<file path="config.mk">
export PLATFORM = sky130hd
export DESIGN_NAME = priority_request_queue
export DESIGN_NICKNAME = d
export VERILOG_FILES = /design/src/rtl/prq_pkg.sv /design/src/rtl/prq_slot_mem.sv /design/src/rtl/prq_scan_unit.sv /design/src/rtl/priority_request_queue.sv
export SDC_FILE = /design/constraint.sdc
export NUM_CORES = 1
export LEC_CHECK = 0
export BUFFER_PORTS_ARGS = -buffer_cell sky130_fd_sc_hd__buf_2
export CELL_PAD_IN_SITES_DETAIL_PLACEMENT = 1
export CELL_PAD_IN_SITES_GLOBAL_PLACEMENT = 1
export CORE_MARGIN = 8
export CORE_UTILIZATION = 55
export CTS_CLUSTER_DIAMETER = 120
export CTS_CLUSTER_SIZE = 16
export DETAILED_ROUTE_END_ITERATION = 10
export PLACE_DENSITY_LB_ADDON = 0.12
export SLEW_MARGIN = 20
export SYNTH_ARGS = -nofsm -noshare
export SYNTH_HDL_FRONTEND = slang
export SYNTH_SLANG_ARGS = --single-unit
</file>
<file path="constraint.sdc">
create_clock -name clk -period 5.44 [get_ports clk]
set_input_delay 0.272 -clock clk [delete_from_list [all_inputs] [get_ports clk]]
set_output_delay 0.272 -clock clk [all_outputs]
set_load 0.02 [all_outputs]
</file>
<file path="src/rtl/prq_pkg.sv">
`timescale 1ns / 1ps
// ----------------------------------------------------------------------------
// prq_pkg
// Shared constants, codes and types of the priority request queue.
// ----------------------------------------------------------------------------
package prq_pkg;

  // default sizing
  localparam int CAPACITY_DEF      = 32;
  localparam int PRIORITY_BITS_DEF = 4;
  localparam int ID_BITS_DEF       = 8;

  // fixed port widths
  localparam int CMD_W    = 2;
  localparam int IN_ID_W  = 8;
  localparam int IN_PRI_W = 4;
  localparam int STATUS_W = 3;
  localparam int OCC_W    = 6;

  typedef enum logic [CMD_W-1:0] {
    CMD_INSERT  = 2'd0,
    CMD_EXTRACT = 2'd1,
    CMD_EXPIRE  = 2'd2,
    CMD_NOP     = 2'd3
  } cmd_t;

  typedef enum logic [STATUS_W-1:0] {
    ST_INSERTED = 3'd0,
    ST_SERVED   = 3'd1,
    ST_STALE    = 3'd2,
    ST_EMPTY    = 3'd3,
    ST_FULL     = 3'd4,
    ST_MARKED   = 3'd5,
    ST_NOTFOUND = 3'd6
  } status_t;

  // what the shared unit does with each slot during a sweep
  typedef enum logic [1:0] {
    OP_AGE_UP    = 2'd0,  // age held entries, find first free slot
    OP_FIND_URG  = 2'd1,  // find most urgent, newest on a tie
    OP_FIND_ID   = 2'd2,  // find newest entry with matching id
    OP_CLOSE_GAP = 2'd3   // pull older entries one rank closer
  } scan_op_t;

  typedef struct packed {
    logic take;   // slot becomes the current pick
    logic wr_en;  // write back the adjusted age
  } scan_rsp_t;

endpackage

</file>
<file path="src/rtl/prq_slot_mem.sv">
`timescale 1ns / 1ps
// ----------------------------------------------------------------------------
// prq_slot_mem
// Slot store: one write port and one registered read port.
// ----------------------------------------------------------------------------
module prq_slot_mem #(
  parameter int DEPTH = prq_pkg::CAPACITY_DEF,
  parameter int WIDTH = 16
) (
  input  logic                     clk,
  input  logic                     we,
  input  logic [$clog2(DEPTH)-1:0] waddr,
  input  logic [WIDTH-1:0]         wdata,
  input  logic                     re,
  input  logic [$clog2(DEPTH)-1:0] raddr,
  output logic [WIDTH-1:0]         rdata
);

  logic [WIDTH-1:0] mem [DEPTH];
  logic [WIDTH-1:0] rdata_r;

  // write port
  always_ff @(posedge clk) begin
    if (we) begin
      mem[waddr] <= wdata;
    end
  end

  // registered read port
  always_ff @(posedge clk) begin
    if (re) begin
      rdata_r <= mem[raddr];
    end
  end

  assign rdata = rdata_r;

endmodule

</file>
<file path="src/rtl/prq_scan_unit.sv">
`timescale 1ns / 1ps
// ----------------------------------------------------------------------------
// prq_scan_unit
// Shared compare and age adjust unit, applied to one slot per cycle.
// ----------------------------------------------------------------------------
module prq_scan_unit #(
  parameter int ID_BITS       = prq_pkg::ID_BITS_DEF,
  parameter int PRIORITY_BITS = prq_pkg::PRIORITY_BITS_DEF,
  parameter int AGE_W         = 5
) (
  input  prq_pkg::scan_op_t        op,
  input  logic                     ent_valid,
  input  logic [ID_BITS-1:0]       ent_ident,
  input  logic [PRIORITY_BITS-1:0] ent_urg,
  input  logic [AGE_W-1:0]         ent_age,
  input  logic [ID_BITS-1:0]       key_id,
  input  logic                     have,
  input  logic [PRIORITY_BITS-1:0] best_urg,
  input  logic [AGE_W-1:0]         best_age,
  output prq_pkg::scan_rsp_t       rsp,
  output logic [AGE_W-1:0]         new_age
);

  logic urg_lt;
  logic urg_eq;
  logic age_lt;
  logic age_gt;

  // one set of urgency and age comparators, shared by the search and rank update sweeps
  assign urg_lt = ent_urg < best_urg;
  assign urg_eq = ent_urg == best_urg;
  assign age_lt = ent_age < best_age;
  assign age_gt = ent_age > best_age;

  always_comb begin
    rsp.take  = 1'b0;
    rsp.wr_en = 1'b0;
    new_age   = ent_age;
    unique case (op)
      prq_pkg::OP_AGE_UP: begin
        rsp.take  = !ent_valid && !have;
        rsp.wr_en = ent_valid;
        new_age   = ent_age + AGE_W'(1);
      end
      prq_pkg::OP_FIND_URG: begin
        rsp.take = ent_valid && (!have || urg_lt || (urg_eq && age_lt));
      end
      prq_pkg::OP_FIND_ID: begin
        rsp.take = ent_valid && (ent_ident == key_id) && (!have || age_lt);
      end
      prq_pkg::OP_CLOSE_GAP: begin
        // best_age carries the age of the removed entry here
        rsp.wr_en = ent_valid && age_gt;
        new_age   = ent_age - AGE_W'(1);
      end
      default: begin
        rsp.take  = 1'b0;
        rsp.wr_en = 1'b0;
      end
    endcase
  end

endmodule

</file>
<file path="src/rtl/priority_request_queue.sv">
`timescale 1ns / 1ps
// ----------------------------------------------------------------------------
// priority_request_queue
// Bounded priority queue of requests with expiry by id.
// ----------------------------------------------------------------------------
// One command is taken when start is high and busy is low; busy stays high
// until its single result has been put out. The result is shown for exactly
// one cycle with out_valid high and must be captured then. An insert, expire
// or extract sweeps the slot store through one shared compare unit, one slot
// per cycle over its registered read port: an insert ages held entries in
// one sweep and then writes the new entry, an expire searches in one sweep,
// and an extract runs a search sweep then a rank update sweep. A full insert
// or the unused command code is answered without a sweep. Lower priority
// numbers are more urgent; on a tie the newest entry is served.
// ----------------------------------------------------------------------------
module priority_request_queue #(
  parameter int CAPACITY      = prq_pkg::CAPACITY_DEF,
  parameter int PRIORITY_BITS = prq_pkg::PRIORITY_BITS_DEF,
  parameter int ID_BITS       = prq_pkg::ID_BITS_DEF
) (
  input  logic                          clk,
  input  logic                          rst_n,
  input  logic                          start,
  output logic                          busy,
  input  logic [prq_pkg::CMD_W-1:0]     in_command,
  input  logic [prq_pkg::IN_ID_W-1:0]   in_request_id,
  input  logic [prq_pkg::IN_PRI_W-1:0]  in_request_priority,
  output logic                          out_valid,
  output logic [prq_pkg::STATUS_W-1:0]  out_status,
  output logic [prq_pkg::IN_ID_W-1:0]   out_id,
  output logic [prq_pkg::IN_PRI_W-1:0]  out_priority,
  output logic [prq_pkg::OCC_W-1:0]     out_occupancy
);

  localparam int IDX_W = $clog2(CAPACITY);
  localparam int CNT_W = $clog2(CAPACITY + 1);
  localparam int AGE_W = IDX_W;
  localparam int ENT_W = ID_BITS + PRIORITY_BITS + AGE_W;

  typedef enum logic [1:0] {
    S_IDLE,
    S_SCAN,
    S_INS_WR
  } state_t;

  state_t                   state_r;
  prq_pkg::scan_op_t        op_r;
  logic [CNT_W-1:0]         cnt_r;
  logic                     pend_r;
  logic [IDX_W-1:0]         pend_idx_r;
  logic                     have_r;
  logic [IDX_W-1:0]         best_idx_r;
  logic [AGE_W-1:0]         best_age_r;
  logic [PRIORITY_BITS-1:0] best_urg_r;
  logic [ID_BITS-1:0]       best_id_r;
  logic [ID_BITS-1:0]       key_id_r;
  logic [PRIORITY_BITS-1:0] key_pri_r;
  prq_pkg::status_t         res_status_r;
  logic [CNT_W-1:0]         held_count_r;
  logic [CAPACITY-1:0]      slot_valid_r;
  logic [CAPACITY-1:0]      slot_stale_r;

  logic                     out_valid_r;
  prq_pkg::status_t         out_status_r;
  logic [ID_BITS-1:0]       out_id_r;
  logic [PRIORITY_BITS-1:0] out_pri_r;

  // input masking and output widening
  logic [ID_BITS+prq_pkg::IN_ID_W-1:0]        in_id_ext;
  logic [PRIORITY_BITS+prq_pkg::IN_PRI_W-1:0] in_pri_ext;
  logic [ID_BITS+prq_pkg::IN_ID_W-1:0]        out_id_ext;
  logic [PRIORITY_BITS+prq_pkg::IN_PRI_W-1:0] out_pri_ext;
  logic [CNT_W+prq_pkg::OCC_W-1:0]            occ_ext;

  assign in_id_ext   = {{ID_BITS{1'b0}}, in_request_id};
  assign in_pri_ext  = {{PRIORITY_BITS{1'b0}}, in_request_priority};
  assign out_id_ext  = {{prq_pkg::IN_ID_W{1'b0}}, out_id_r};
  assign out_pri_ext = {{prq_pkg::IN_PRI_W{1'b0}}, out_pri_r};
  assign occ_ext     = {{prq_pkg::OCC_W{1'b0}}, held_count_r};

  // handshake
  logic accept;
  assign busy   = (state_r != S_IDLE);
  assign accept = start && !busy;

  // slot store
  logic             mem_we;
  logic [IDX_W-1:0] mem_waddr;
  logic [ENT_W-1:0] mem_wdata;
  logic             mem_re;
  logic [ENT_W-1:0] mem_rdata;

  logic [ID_BITS-1:0]       rd_ident;
  logic [PRIORITY_BITS-1:0] rd_urg;
  logic [AGE_W-1:0]         rd_age;
  logic [AGE_W-1:0]         new_age;
  prq_pkg::scan_rsp_t       rsp;
  logic                     scan_done;

  assign rd_ident = mem_rdata[ENT_W-1 -: ID_BITS];
  assign rd_urg   = mem_rdata[AGE_W +: PRIORITY_BITS];
  assign rd_age   = mem_rdata[AGE_W-1:0];

  assign mem_re    = (state_r == S_SCAN) && (cnt_r != CNT_W'(CAPACITY));
  assign scan_done = (state_r == S_SCAN) && (cnt_r == CNT_W'(CAPACITY)) && !pend_r;

  // write port: new entry on insert, adjusted age during a sweep
  always_comb begin
    if (state_r == S_INS_WR) begin
      mem_we    = have_r;
      mem_waddr = best_idx_r;
      mem_wdata = {key_id_r, key_pri_r, AGE_W'(0)};
    end else begin
      mem_we    = (state_r == S_SCAN) && pend_r && rsp.wr_en;
      mem_waddr = pend_idx_r;
      mem_wdata = {rd_ident, rd_urg, new_age};
    end
  end

  prq_slot_mem #(
    .DEPTH (CAPACITY),
    .WIDTH (ENT_W)
  ) u_mem (
    .clk   (clk),
    .we    (mem_we),
    .waddr (mem_waddr),
    .wdata (mem_wdata),
    .re    (mem_re),
    .raddr (cnt_r[IDX_W-1:0]),
    .rdata (mem_rdata)
  );

  prq_scan_unit #(
    .ID_BITS       (ID_BITS),
    .PRIORITY_BITS (PRIORITY_BITS),
    .AGE_W         (AGE_W)
  ) u_scan (
    .op        (op_r),
    .ent_valid (slot_valid_r[pend_idx_r]),
    .ent_ident (rd_ident),
    .ent_urg   (rd_urg),
    .ent_age   (rd_age),
    .key_id    (key_id_r),
    .have      (have_r),
    .best_urg  (best_urg_r),
    .best_age  (best_age_r),
    .rsp       (rsp),
    .new_age   (new_age)
  );

  // sequencer
  always_ff @(posedge clk) begin
    if (!rst_n) begin
      state_r      <= S_IDLE;
      pend_r       <= 1'b0;
      held_count_r <= '0;
      slot_valid_r <= '0;
      slot_stale_r <= '0;
      out_valid_r  <= 1'b0;
    end else begin
      out_valid_r <= 1'b0;
      unique case (state_r)
        S_IDLE: begin
          if (accept) begin
            key_id_r   <= in_id_ext[ID_BITS-1:0];
            key_pri_r  <= in_pri_ext[PRIORITY_BITS-1:0];
            cnt_r      <= '0;
            pend_r     <= 1'b0;
            have_r     <= 1'b0;
            unique case (prq_pkg::cmd_t'(in_command))
              prq_pkg::CMD_INSERT: begin
                if (held_count_r >= CNT_W'(CAPACITY)) begin
                  out_valid_r  <= 1'b1;
                  out_status_r <= prq_pkg::ST_FULL;
                  out_id_r     <= '0;
                  out_pri_r    <= '0;
                end else begin
                  op_r    <= prq_pkg::OP_AGE_UP;
                  state_r <= S_SCAN;
                end
              end
              prq_pkg::CMD_EXTRACT: begin
                op_r    <= prq_pkg::OP_FIND_URG;
                state_r <= S_SCAN;
              end
              prq_pkg::CMD_EXPIRE: begin
                op_r    <= prq_pkg::OP_FIND_ID;
                state_r <= S_SCAN;
              end
              default: begin
                out_valid_r  <= 1'b1;
                out_status_r <= prq_pkg::ST_NOTFOUND;
                out_id_r     <= '0;
                out_pri_r    <= '0;
              end
            endcase
          end
        end

        S_SCAN: begin
          // read pipeline: one slot issued, the previous one evaluated
          pend_r     <= mem_re;
          pend_idx_r <= cnt_r[IDX_W-1:0];
          if (mem_re) begin
            cnt_r <= cnt_r + CNT_W'(1);
          end
          if (pend_r && rsp.take) begin
            have_r     <= 1'b1;
            best_idx_r <= pend_idx_r;
            best_age_r <= rd_age;
            best_urg_r <= rd_urg;
            best_id_r  <= rd_ident;
          end
          // end of sweep
          if (scan_done) begin
            unique case (op_r)
              prq_pkg::OP_AGE_UP: begin
                state_r <= S_INS_WR;
              end
              prq_pkg::OP_FIND_URG: begin
                if (!have_r) begin
                  out_valid_r  <= 1'b1;
                  out_status_r <= prq_pkg::ST_EMPTY;
                  out_id_r     <= '0;
                  out_pri_r    <= '0;
                  state_r      <= S_IDLE;
                end else begin
                  res_status_r <= slot_stale_r[best_idx_r] ? prq_pkg::ST_STALE
                                                           : prq_pkg::ST_SERVED;
                  slot_valid_r[best_idx_r] <= 1'b0;
                  slot_stale_r[best_idx_r] <= 1'b0;
                  held_count_r <= held_count_r - CNT_W'(1);
                  op_r         <= prq_pkg::OP_CLOSE_GAP;
                  cnt_r        <= '0;
                end
              end
              prq_pkg::OP_FIND_ID: begin
                out_valid_r <= 1'b1;
                out_id_r    <= '0;
                out_pri_r   <= '0;
                if (have_r) begin
                  slot_stale_r[best_idx_r] <= 1'b1;
                  out_status_r <= prq_pkg::ST_MARKED;
                end else begin
                  out_status_r <= prq_pkg::ST_NOTFOUND;
                end
                state_r <= S_IDLE;
              end
              prq_pkg::OP_CLOSE_GAP: begin
                out_valid_r  <= 1'b1;
                out_status_r <= res_status_r;
                out_id_r     <= best_id_r;
                out_pri_r    <= best_urg_r;
                state_r      <= S_IDLE;
              end
              default: begin
                state_r <= S_IDLE;
              end
            endcase
          end
        end

        S_INS_WR: begin
          // entry written into the first free slot this cycle
          out_valid_r <= 1'b1;
          out_id_r    <= '0;
          out_pri_r   <= '0;
          if (have_r) begin
            slot_valid_r[best_idx_r] <= 1'b1;
            slot_stale_r[best_idx_r] <= 1'b0;
            held_count_r <= held_count_r + CNT_W'(1);
            out_status_r <= prq_pkg::ST_INSERTED;
          end else begin
            out_status_r <= prq_pkg::ST_FULL;
          end
          state_r <= S_IDLE;
        end

        default: begin
          state_r <= S_IDLE;
        end
      endcase
    end
  end

  // result ports
  assign out_valid     = out_valid_r;
  assign out_status    = out_status_r;
  assign out_id        = out_id_ext[prq_pkg::IN_ID_W-1:0];
  assign out_priority  = out_pri_ext[prq_pkg::IN_PRI_W-1:0];
  assign out_occupancy = occ_ext[prq_pkg::OCC_W-1:0];

  // checks
  a_count_bound: assert property (@(posedge clk) disable iff (!rst_n)
    held_count_r <= CNT_W'(CAPACITY))
    else $error("held count above capacity");

  a_count_matches: assert property (@(posedge clk) disable iff (!rst_n)
    (state_r == S_IDLE) |-> ($countones(slot_valid_r) == int'(held_count_r)))
    else $error("held count disagrees with valid slots");

  a_stale_held: assert property (@(posedge clk) disable iff (!rst_n)
    (slot_stale_r & ~slot_valid_r) == '0)
    else $error("stale mark on an empty slot");

  a_accept_progress: assert property (@(posedge clk) disable iff (!rst_n)
    accept |=> (busy || out_valid))
    else $error("accepted item neither in progress nor answered");

  a_sweep_bound: assert property (@(posedge clk) disable iff (!rst_n)
    (state_r == S_SCAN) |-> (cnt_r <= CNT_W'(CAPACITY)))
    else $error("sweep counter out of range");

endmodule

</file>
==> results.py <==
metrics = {
    "logic_synthesis": {
        "syn_area_sq_mm": 0.0284,
        "syn_area_per_cell_sq_um": 18.6,
        "yosys-top-cells-area": "edfxtp_1 66%, mux4_2 14%, dfxtp_1 5.2%",
        "yosysSeqAreaShare": 0.713,
        "syn_nets": 1575,
        "synth.top_cell.area_share": 0.661,
        "syn_inst": 1527,
        "synthArstFlopShare": 0,
        "yosysMostFrequentCell": "edfxtp_1",
        "synth_edf_count": 626,
        "ys_seq_elements": 700,
        "synthFlopType": "edfxtp_1",
        "yosysWarnings": 0,
        "netlist-cell-type-count": 55,
        "yosys-top-cells-count": "626 x edfxtp_1, 182 x mux4_2, 83 x o21ai_0",
        "synth_area_leader_cell": "edfxtp_1",
    },
    "floorplanning": {
        "core_area_sq_mm": 0.0512,
        "die_x_um": 243,
        "fp.dieArea_sq_mm": 0.0592,
        "die_h_um": 243,
        "rows": 83,
        "top_level_ports": 40,
        "initial_core_util": 0.555,
    },
    "timing": {
        "fmax_ghz": 0.230,
        "drv_slew": 0,
        "finalHoldViolations": 0,
        "setup_tns_ns": 0,
        "finClkSkew_ns": 0.0243,
        "relSlewSlack": 0.240,
        "post-route-period-util": 0.799,
        "max_slew.worst_pin.slew_ns": 1.14,
        "rsz0062_at_grt": "no",
        "min_period_ns": 4.35,
        "hold_ws_ns": 0.0767,
        "setup_viol": 0,
    },
    "clocking": {
        "insertion_delay_ns": 0.63,
        "cts_made_buffers": 49,
        "tritoncts": "built",
        "cts_sinks": 700,
        "cts_root_buf": "clkbuf_16",
        "clk_pin_slew_ns": 0.08,
        "htreeDepth": 2,
        "cts_buffer_depth": 3,
    },
    "routing": {
        "drc": 0,
        "wl_per_cell_um": 30.4,
        "drtIter0Drc": 1367,
        "via_per_inst": 6.44,
        "ant_nets": 0,
        "drt-total-wl_mm": 68.9,
        "firstDrtPassIters": 5,
        "route.vias.total": 14600,
    },
    "critical_path": {
        "crit_arrival_ns": 4.58,
        "rr_startpoint": "pend_idx_r[1]$_DFFE_PP_",
        "crit_path_start": "pend_idx_r[1]$_DFFE_PP_",
        "crit_chain": "mux2i_1, mux4_2, a222oi_1, nand2_2, o31ai_4, nor2b_2",
        "rrSetupSlack_ns": 1.09,
        "crit_type": "flip-flop to flip-flop",
        "worst-path-buf-inv": 0,
        "critPathCaptureType": "flip-flop",
        "path_max_fanout": 21,
        "timing.rr.end": "u_mem.mem[18][16]$_DFFE_PP_",
        "r2r_cells": 6,
        "worstPathRequired_ns": 5.68,
        "cpMaxStageDelayCell": "edfxtp_1",
        "critPathMaxStageDelay_ns": 0.99,
        "start_kind": "flip-flop",
        "critPathTopFamily": "simple AND/OR/NAND/NOR gates",
    },
    "power": {
        "p_seq_frac": 0.539,
        "p_int_mw": 8.69,
        "netSwitchingFraction": 0.268,
        "p_leak_nw": 9.71,
        "p_comb_frac": 0.168,
        "pwr-share-clk": 0.293,
        "peakVddDrop_mv": 0.328,
        "p_total_mw": 11.9,
        "p_per_area_mw_per_mm2": 383,
        "p_switching_mw": 3.18,
    },
    "hold_path": {
        "hp-class": "primary input to flip-flop",
        "hold_end": "op_r[1]$_SDFFCE_PP1P_",
        "whs_path_depth": 3,
        "hp-start": "in_command[1]",
    },
    "global_routing": {
        "antenna_found_initial": 1,
        "globalRouteTotalUtil": 0.234,
        "grt_pass1_wl_mm": 103,
        "grt_max_degree": 141,
        "grt_pass1_vias": 15100,
        "grt-ovfl-total": 0,
    },
    "placement": {
        "dp_hpwl_mm": 43.2,
        "numPortBuffers": 39,
        "place.gp.congestion": 0.831,
    },
    "layout": {
        "syn_to_final_growth_pct": 9.03,
        "final_nets": 1616,
        "drive_above_1_share": 0.238,
        "antennaDiodeCount": 0,
    },
    "run": {
        "maxCapViolCount": 0,
    },
    "run_status": {
        "status": "complete, no violations",
    },
}
[layer usage]
metal  routed length [um]  up-vias  track usage
met5                    0        -            0
met4                 2160        0       0.0774
met3                 4250       90       0.0288
met2                33400      545        0.373
met1                29200     7750        0.336
li1                     -     6207            -
[flip-flops by register name, summed over array words and instances, names as in the netlist, 2 cells and up, named ones only]
signal / count
best_age_r: 5
best_id_r: 8
best_idx_r: 5
best_urg_r: 4
cnt_r: 6
key_id_r: 8
key_pri_r: 4
op_r: 2
out_id: 8
out_occupancy: 6
out_priority: 4
out_status: 3
pend_idx_r: 5
res_status_r: 2
slot_stale_r: 32
state_r: 2
u_mem.mem: 544
u_mem.rdata: 17
[through the flow]
| stage | area (sq um) | worst slack, ns | util | std cells |
|---|---|---|---|---|
| detailed placement | 29500 | 1.09 | 0.576 | 2183 |
| floorplan | 28400 | 2.03 | - | 1527 |
| global placement | 29500 | 1.21 | 0.576 | 2183 |
| finish | 31000 | 1.09 | 0.606 | 2265 |
| global route | 31000 | 0.861 | 0.606 | 2265 |
| CTS | 31000 | 1.05 | 0.605 | 2265 |
[power by group through the flow]
stage | combinational, mW | clock [mW] | sequential [mW]
2_1_floorplan | 1.19 | 0 | 6.50
3_3_place_gp | 1.93 | 0 | 6.51
3_5_place_dp | 2.00 | 0 | 6.52
4_1_cts | 2.01 | 3.53 | 6.39
5_1_grt | 2.13 | 3.70 | 6.41
6_report | 2.00 | 3.48 | 6.39
[worst max-delay path by stage]
stage	slack (ns)	endpoint	depth (start not counted)
final	1.09	u_mem.mem[18][16]$_DFFE_PP_	6
after global routing	0.86	u_mem.mem[16][16]$_DFFE_PP_	6
after CTS	1.05	u_mem.mem[16][16]$_DFFE_PP_	6
after detailed placement	1.09	u_mem.mem[16][13]$_DFFE_PP_	6
after global placement	1.21	u_mem.mem[26][16]$_DFFE_PP_	6
after floorplan	2.03	best_age_r[0]$_DFFE_PP_	7
[cells in the final DEF (no fill, tap or decap), types with 21 or more instances in the layout]
cell and n:
edfxtp_1 626, mux4_2 182, o21ai_0 82, dfxtp_1 74
nand2_1 63, clkbuf_16 49, buf_2 39, or3_1 37
a21boi_0 35, o211ai_1 32, mux2_2 29, ha_1 29
buf_4 24, inv_1 22, mux2i_1 21
[tightest hold or removal path, cell delays in order]
cell	delay, ns
buf_2	0.09
ha_1	0.13
or2_2	0.10
[final cells by class]
type                            count  area [sq um]
Timing Repair Buffer               79           556
Clock inverter                      4          98.8
Multi-Input combinational cell    715          7850
Sequential cell                   700         20300
Tap cell                          680           851
Inverter                           23          86.3
Clock buffer                       64          1280
Fill cell                        4373         20200
[timing repair]
item / in CTS / in global routing
gates resized for setup: 0 / 0
hold buffers: 14 / 0
buffers inserted: 0 / 0
endpoints found under the setup margin: 0 / 0
endpoints found under the hold margin: 17 / 0
[cell families (layout without fill, tap and decap cells)]
kind of cell / after synthesis / after routing / synth area share
AOI/OAI and AO/OA: 198 / 198 / 0.0449
xor gates and xnor gates: 20 / 20 / 0.00616
adders and majority gates: 31 / 31 / 0.0142
buffers and inverters: 112 / 170 / 0.0156
DFF: 700 / 700 / 0.713
muxes: 232 / 232 / 0.163
and+or+nand+nor: 234 / 234 / 0.0429
No activity file was read; power rests on OpenSTA's default activity.
